--- src/sv/kit_pkg.sv ---
// shared types and constants for the keyed item table
`timescale 1ns / 1ps
package kit_pkg;

	localparam int KIT_CAPACITY = 256;
	localparam int KEY_W        = 16;
	localparam int KIND_W       = 8;

	localparam logic [1:0] MODE_INSERT = 2'd0;
	localparam logic [1:0] MODE_DELETE = 2'd1;
	localparam logic [1:0] MODE_LOOKUP = 2'd2;

	// one table slot as held in the memory
	typedef struct packed {
		logic              valid;
		logic [KEY_W-1:0]  key_x;
		logic [KEY_W-1:0]  key_y;
		logic [KIND_W-1:0] kind;
	} entry_t;

	// compare unit verdict on one slot
	typedef struct packed {
		logic hit;
		logic free;
	} cmp_res_t;

endpackage

--- src/sv/kit_cmp.sv ---
// key compare unit, judges one slot per cycle
`timescale 1ns / 1ps
module kit_cmp
	import kit_pkg::*;
(
	input  entry_t           entry,
	input  logic [KEY_W-1:0] key_x,
	input  logic [KEY_W-1:0] key_y,
	output cmp_res_t         res
);

	always_comb begin
		res.hit  = entry.valid && (entry.key_x == key_x) && (entry.key_y == key_y);
		res.free = !entry.valid;
	end

endmodule

--- config.mk ---
export PLATFORM = sky130hd
export DESIGN_NAME = kit_cmp
export DESIGN_NICKNAME = d
export VERILOG_FILES = /design/src/sv/kit_pkg.sv /design/src/sv/kit_cmp.sv
export SDC_FILE = /design/constraint.sdc
export NUM_CORES = 1
export LEC_CHECK = 0
export BUFFER_PORTS_ARGS = -buffer_cell sky130_fd_sc_hd__buf_2
export CAP_MARGIN = 20
export CORE_MARGIN = 3
export CORE_UTILIZATION = 27
export DETAILED_ROUTE_END_ITERATION = 8
export GPL_ROUTABILITY_DRIVEN = 0
export PLACE_DENSITY = 0.95
export SLEW_MARGIN = 20
export SYNTH_ARGS = -nofsm -noshare
export SYNTH_HDL_FRONTEND = slang
export SYNTH_SLANG_ARGS = --single-unit
--- constraint.sdc ---
create_clock -name vclk -period 1.83
set_input_delay 0.183 -clock vclk [all_inputs]
set_output_delay 0.183 -clock vclk [all_outputs]
set_load 0.05 [all_outputs]
# [Word-level counts from Yosys, hierarchy flattened]
# Cells that the tools add are included.
[totals] register_bits=0 elab_cells=5
[classes] eq_ne=2 n_reduce_logical=3
[op_table] cell="16-bit == test" n=2
[op_table] cell="1-bit logical AND" n=2
[op_table] cell="1-bit logical NOT" n=1

# [Depth between registers and ports, before layout]
# Gate-level depths: netlist of run 1.
[depth] word_depth=3 ltp_mapped=4 depth_no_buf=4

# [Least setup slack after synthesis of run 1]
# OpenSTA, ideal clock, no wires.
[synth_path] path_type="input to output" startpoint="in key_y[0]" endpoint="out res[1] (netlist name)" arrival_time_ns=1.399 required_ns=1.647 slack_ns=0.248 cell_stages=4 path_buffers=0 cell_sequence="xor2_1 -> nor4_1 -> nand4_1 -> nor3_2"
[synth_lines] element="from (decl)" line_no="kit_cmp.sv:8" text="input logic [KEY_W-1:0] key_y,"
[synth_lines] element="to (decl)" line_no="kit_cmp.sv:9" text="output cmp_res_t res"

==> results of run 1 <==
## metal layers
metal | GRT usage [%] | part of all wire, % | vias to the layer above
met5 | 0 | 0 | -
met4 | 0 | 0 | 0
met3 | 3.43 | 23 | 0
met2 | 24.0 | 48 | 52
met1 | 13.5 | 28 | 219
li1 | - | - | 288
## worst max-delay path, cell delays in order
cell	delay, ns
buf_2	0.10
xor2_1	0.15
nor4_1	0.31
nand4_1	0.17
nor3_2	0.19
buf_2	0.28
## synth_stat cells
cell | count | area share, %
xor2_1 | 31 | 76
nor4_1 | 7 | 12
nand3_1 | 2 | 2.8
inv_1 | 1 | 1.0
nand4_1 | 1 | 1.7
nor3_1 | 1 | 1.4
nor3_2 | 1 | 2.8
xnor2_1 | 1 | 2.4
## logic make-up (layout without fill, tap and decap cells)
kind of cell | Yosys count | in the layout
xor gates and xnor gates | 32 | 32
buffers and inverters | 1 | 68
and+or+nand+nor | 12 | 12
## power groups by stage
stage               registers, µW  logic, µW  clock network [µW]
finish                          0        138                   0
global route                    0        155                   0
CTS                             0        141                   0
detailed placement              0        140                   0
global placement                0        135                   0
floorplan                       0       55.2                   0
## layout make-up
type | instances | area [µm²]
Multi-Input combinational cell | 44 | 355
Fill cell | 102 | 459
Tap cell | 14 | 17.5
Timing Repair Buffer | 67 | 335
Inverter | 1 | 3.75
## cell usage in the layout, fill, tap and decap left out, drive strengths merged
cell type	instances
nand3	2
xor2	31
xnor2	1
buf	67
inv	1
nand4	1
nor4	7
nor3	2
## per-stage QoR
| stage | area (µm²) | utilization (%) | hold slack (ns) | std cells |
|---|---|---|---|---|
| detailed placement | 712 | 60.8 | 0.683 | 126 |
| global placement | 712 | 60.8 | 0.680 | 126 |
| finish | 712 | 60.8 | 0.682 | 126 |
| CTS | 712 | 60.8 | 0.683 | 126 |
| floorplan | 359 | - | 0.542 | 45 |
| global route | 712 | 60.8 | 0.693 | 126 |
## final timing paths
path / from / to / slack (ns)
setup / recovery: key_y[2] / res[1] / 0.27
hold / removal: entry[40] / res[0] / 0.68
==> impl_metrics.toml, run 1 <==
[floorplan]
io_pins = 75
die_w_um = 42.5
row_count = 12
die-height_um = 42.5
core_area_mm2 = 0.00117
initial_core_util_pct = 30.7
fp.dieArea_mm2 = 0.00180

[detailed_routing]
vias = 559
remaining_drc_errors = 0
vias_per_cell = 4.44
dr.pass1.iters = 1
routed_wl_mm = 1.15
drtAntennaViolNets = 0
wl_per_cell_um = 9.15
drt-initial-drc-count = 0

[final_layout]
clock_buffers = 0
n_antenna_cell = 0
drive_above_1_share_pct = 60.7
fin_nets = 187
area.growth.synth_to_final_pct = 98.3
seq_cells = 0
regArea_um2 = 0

[critical_path]
crit_path_max_fanout = 1
path_class = "input pin to output pin"
critPathCaptureType = "output pin"
crit_required_ns = 1.65
crit_arrival_ns = 1.38
worstSetupStartpointType = "input pin"

[synth]
synth_top_family_by_area = "XOR/XNOR gates"
syn-instance-count = 45
syn_area_um2 = 359
yosys_warnings = 0
synth_simple_gate_area_share_pct = 20.9
synthAdderAreaFrac_pct = 0
ys_types = 8
synth_xor_xnor_area_share_pct = 78.0
muxShareOfSynthArea_pct = 0
synth-compound-area-share_pct = 0
ys_seq_area_share_pct = 0
avgSynthCellArea_um2 = 7.98
syn-num-nets = 118

[flow_run]
drv_cap = 0

[power]
p_comb_share_pct = 100.0
p_int_uw = 82.5
pwr-share-seq_pct = 0
sw_frac_of_total_pct = 40.3
power_density_mw_per_mm2 = 194
power.switching_uw = 55.7
power_uw = 138
p_clk_share_pct = 0
p_leak_uw = 0.000410
vdd_drop_max_mv = 0.0821

[status]
run_status = "complete, no violations"

[global_route]
grt_max_degree = 3
overflow = 0
grt_util_all_layers_pct = 12.2
grt_pass1_wl_mm = 1.90
grt_pass1_vias = 529
antenna_found_initial = 0

[sta]
relSlewSlack_pct = 81.5
fmax_mhz = 640
worst_slew_pin_slew_ns = 0.274
rsz0062_at_grt = "false"
report.final.slew_viol_count = 0
period_minus_slack_ns = 1.56
final_hold_viol_count = 0
post-route-period-util_pct = 85.4
fin_setup_tns_ns = 0
setup_slack_ns = 0.267
setup_viol = 0

[placed_design]
dp_hpwl_mm = 1.16
dp_worst_setup_slack_ns = 0.234
port_buffers = 67

[clocking]
cts_hold_buf = 0
post_cts_buffers = 0
cts_resized = 0

[min_path]
hold_depth = 3
hp-class = "input pin to output pin"
Note: power is estimated with default switching activity, not from simulation.
==> run 2: changes to the inputs <==
CELL_PAD_IN_SITES_DETAIL_PLACEMENT = 1   (was not set)
CELL_PAD_IN_SITES_GLOBAL_PLACEMENT = 2   (was not set)
CORE_UTILIZATION = 10   (was 27)
==> run 2 against run 1 <==
Compared with the run above: largest power group unchanged; largest cell class unchanged; hold slack gained 0.0023 ns; clock-buffer cell count is the same; sequential share of layout area stayed put; critical endpoint unchanged; combinational power about the same.
==> impl_metrics.toml, run 2 (synthesized netlist as in run 1, its figures left out) <==
[status]
run_status = "complete, no violations"

[detailed_routing]
remaining_drc_errors = 0
vias = 596
vias_per_cell = 3.77
dr.pass1.iters = 2
drt-initial-drc-count = 1
wl_per_cell_um = 8.92
drtAntennaViolNets = 0
routed_wl_mm = 1.41

[global_route]
grt_util_met1_pct = 6.05
grt_max_degree = 3
grt_pass1_vias = 609
grt_util_all_layers_pct = 6.20
busiest_layer = "met2"
grt_pass1_wl_mm = 2.28
antenna_found_initial = 0
met2_usage_pct = 12.9
overflow = 0
met3_usage_pct = 2.21

[critical_path]
crit_required_ns = 1.65
path_class = "input pin to output pin"
crit_path_max_fanout = 1
critPathCaptureType = "output pin"
worstSetupStartpointType = "input pin"
crit_arrival_ns = 1.40

[sta]
fmax_mhz = 631
setup_viol = 0
whs_ns = 0.685
rsz0062_at_grt = "false"
post-route-period-util_pct = 86.5
setup_slack_ns = 0.246
report.final.slew_viol_count = 0
worst_slew_pin_slew_ns = 0.294
fin_setup_tns_ns = 0
period_minus_slack_ns = 1.58
relSlewSlack_pct = 80.2
final_hold_viol_count = 0

[flow_run]
drv_cap = 0

[final_layout]
fillers = 441
regArea_um2 = 0
n_antenna_cell = 0
drive_above_1_share_pct = 60.7
fin_nets = 187
fin_util_pct = 22.2
area.growth.synth_to_final_pct = 109
layout_commonest_cell = "buf_2"
multi_input_area_um2 = 355
clock_buffers = 0
final_cell_mix = "buf_2, xor2_1, nor4_1"
seq_cells = 0

[placed_design]
dp_worst_setup_slack_ns = 0.179
dp_hpwl_mm = 1.41
port_buffers = 67

[floorplan]
row_count = 21
die_w_um = 65.9
initial_core_util_pct = 10.6
fp.dieArea_mm2 = 0.00435
core_area_mm2 = 0.00339
die-height_um = 65.9
io_pins = 75

[clocking]
cts_resized = 0
cts_hold_buf = 0
post_cts_buffers = 0

[power]
p_comb_share_pct = 100.0
p_int_uw = 82.5
pwr-share-seq_pct = 0
p_leak_uw = 0.000410
power_uw = 140
power.switching_uw = 57.9
p_clk_share_pct = 0
vdd_drop_max_mv = 0.0521
sw_frac_of_total_pct = 41.2
power_density_mw_per_mm2 = 187

[min_path]
hp-class = "input pin to output pin"
run 2: cell counts in the layout (fill, tap and decap cells not counted):
No cell type changed its count.
run 2: stage by stage:
step	cell area, µm²	cells
3_3_place_gp	752	158
5_1_grt	752	158
2_1_floorplan	359	45
3_5_place_dp	752	158
4_1_cts	752	158
6_report	752	158
run 2: final timing paths:
kind / start / cells after the start / end / slack (ns)
max: key_y[0] / 6 / res[1] / 0.25
min: entry[40] / 3 / res[0] / 0.68
run 2: worst max-delay path, stage by stage:
cell and delay (ns):
buf_2 0.10, xor2_1 0.15, nor4_1 0.32, nand4_1 0.18
nor3_2 0.19, buf_2 0.28
run 2: final cells by class:
type	count	area share, %
timing repair buffer	67	44.6
inverter	1	0.499
tap	46	7.65
multi-input combinational	44	47.3
run 2: layer usage:
metal,vias to the layer above,part of all wire [%]
met1,253,31
met3,0,23
met5,-,0
met2,55,46
li1,288,-
met4,0,0
run 2: power by group through the flow:
stage	Combinational [µW]	Sequential, µW	Clock (µW)
CTS	143	0	0
global placement	138	0	0
floorplan	55.2	0	0
detailed placement	143	0	0
global route	158	0	0
finish	140	0	0
==> run 3: changes to the inputs <==
BUFFER_PORTS_ARGS = -buffer_cell sky130_fd_sc_hd__buf_4   (was -buffer_cell sky130_fd_sc_hd__buf_2)
clock period = 1.66 ns   (was 1.83 ns; I/O delays follow)
==> run 3 against run 2 <==
Compared with the run above: sequential cell count is the same; largest power group unchanged; utilization up 5.3 points; cell count stayed put; die area is the same; critical path type unchanged.
==> impl_metrics.toml, run 3 (synthesized netlist as in run 1, its figures left out) <==
[placed_design]
dp_worst_setup_slack_ns = 0.0652
post_dp_cell_area_um2 = 920
dp_hpwl_mm = 1.70
port_buffers = 67

[final_layout]
drive_above_1_share_pct = 62.5
multi_input_area_um2 = 368
fillers = 399
area.growth.synth_to_final_pct = 160
layout_commonest_cell = "buf_4"
regArea_um2 = 0
final_cell_area_um2 = 932
final_cell_mix = "buf_4, xor2_1, nor4_1"
fin_nets = 187
clock_buffers = 0
n_antenna_cell = 0
seq_cells = 0

[status]
run_status = "complete, no violations"

[critical_path]
crit_path_max_fanout = 1
path_class = "input pin to output pin"
crit_end = "res[1]"
crit_arrival_ns = 1.35
crit_required_ns = 1.49
cp-startpoint = "key_y[0]"
worstSetupStartpointType = "input pin"
critPathCaptureType = "output pin"

[detailed_routing]
remaining_drc_errors = 0
dr_wl_met2_um = 983
highest_layer = "met3"
drtAntennaViolNets = 0
vias_per_cell = 3.73
drt-initial-drc-count = 1
dr.pass1.iters = 2
wl_per_cell_um = 11.1
routed_wl_mm = 1.75
wl_met3_um = 313
m1WireLength_um = 454
vias = 589

[clocking]
cts_resized = 0
cts_hold_buf = 0
post_cts_buffers = 0

[floorplan]
die_w_um = 65.9
initial_core_util_pct = 10.6
io_pins = 75
die-height_um = 65.9
row_count = 21
fp.dieArea_mm2 = 0.00435
core_area_mm2 = 0.00339

[flow_run]
drv_cap = 0

[global_route]
grt_pass1_vias = 669
grt_max_degree = 3
overflow = 0
antenna_found_initial = 0
grt_util_all_layers_pct = 7.33
grt_pass1_wl_mm = 2.55

[min_path]
hp-class = "input pin to output pin"

[sta]
rsz0062_at_grt = "false"
fin_setup_tns_ns = 0
post-route-period-util_pct = 91.5
period_minus_slack_ns = 1.52
report.final.slew_viol_count = 0
relSlewSlack_pct = 80.4
fmax_mhz = 658
setup_slack_ns = 0.141
worst_slew_pin_slew_ns = 0.291
final_hold_viol_count = 0
setup_viol = 0

[power]
power_density_mw_per_mm2 = 222
vdd_drop_max_mv = 0.0570
p_leak_uw = 0.000468
run 3: area by class of cell:
cell class	count	area share [%]
Timing Repair Buffer	67	54.0
Inverter	1	0.403
Multi-Input combinational cell	44	39.5
Tap cell	46	6.17
run 3: through the flow:
stage                     utilization (%)  total power (µW)  instances  hold WS, ns
after global routing                 27.5               225        158        0.635
after CTS                            27.1               207        158        0.633
after floorplan                         -              60.8         45        0.508
after global placement               27.1               195        158        0.621
after detailed placement             27.1               206        158        0.633
final                                27.5               207        158        0.632
run 3: how the worst min path moves through the flow:
| stage | cells after the start | slack, ns | to | startpoint |
|---|---|---|---|---|
| 3_3_place_gp | 3 | 0.62 | res[0] | entry[40] |
| 2_1_floorplan | 1 | 0.51 | res[0] | entry[40] |
| 4_1_cts | 3 | 0.63 | res[0] | entry[40] |
| 5_1_grt | 3 | 0.63 | res[0] | entry[40] |
| 3_5_place_dp | 3 | 0.63 | res[0] | entry[40] |
| 6_report | 3 | 0.63 | res[0] | entry[40] |
run 3: power by group:
| part | switching (µW) | leakage [µW] | internal [µW] | total [µW] |
|---|---|---|---|---|
| Sequential | 0 | 0 | 0 | 0 |
| Clock | 0 | 0 | 0 | 0 |
| Combinational | 71.8 | 0.000468 | 135 | 207 |
run 3: routing by layer:
| metal | GRT usage (%) | vias up |
|---|---|---|
| li1 | - | 288 |
| met5 | 0 | - |
| met4 | 0 | 0 |
| met2 | 17.5 | 55 |
| met1 | 5.54 | 246 |
| met3 | 2.21 | 0 |
run 3: worst max-delay path, cell delays in order:
cell and delay, ns:
buf_4 0.11, xor2_1 0.15, nor4_1 0.32, nand4_1 0.17, nor3_2 0.21, buf_4 0.22
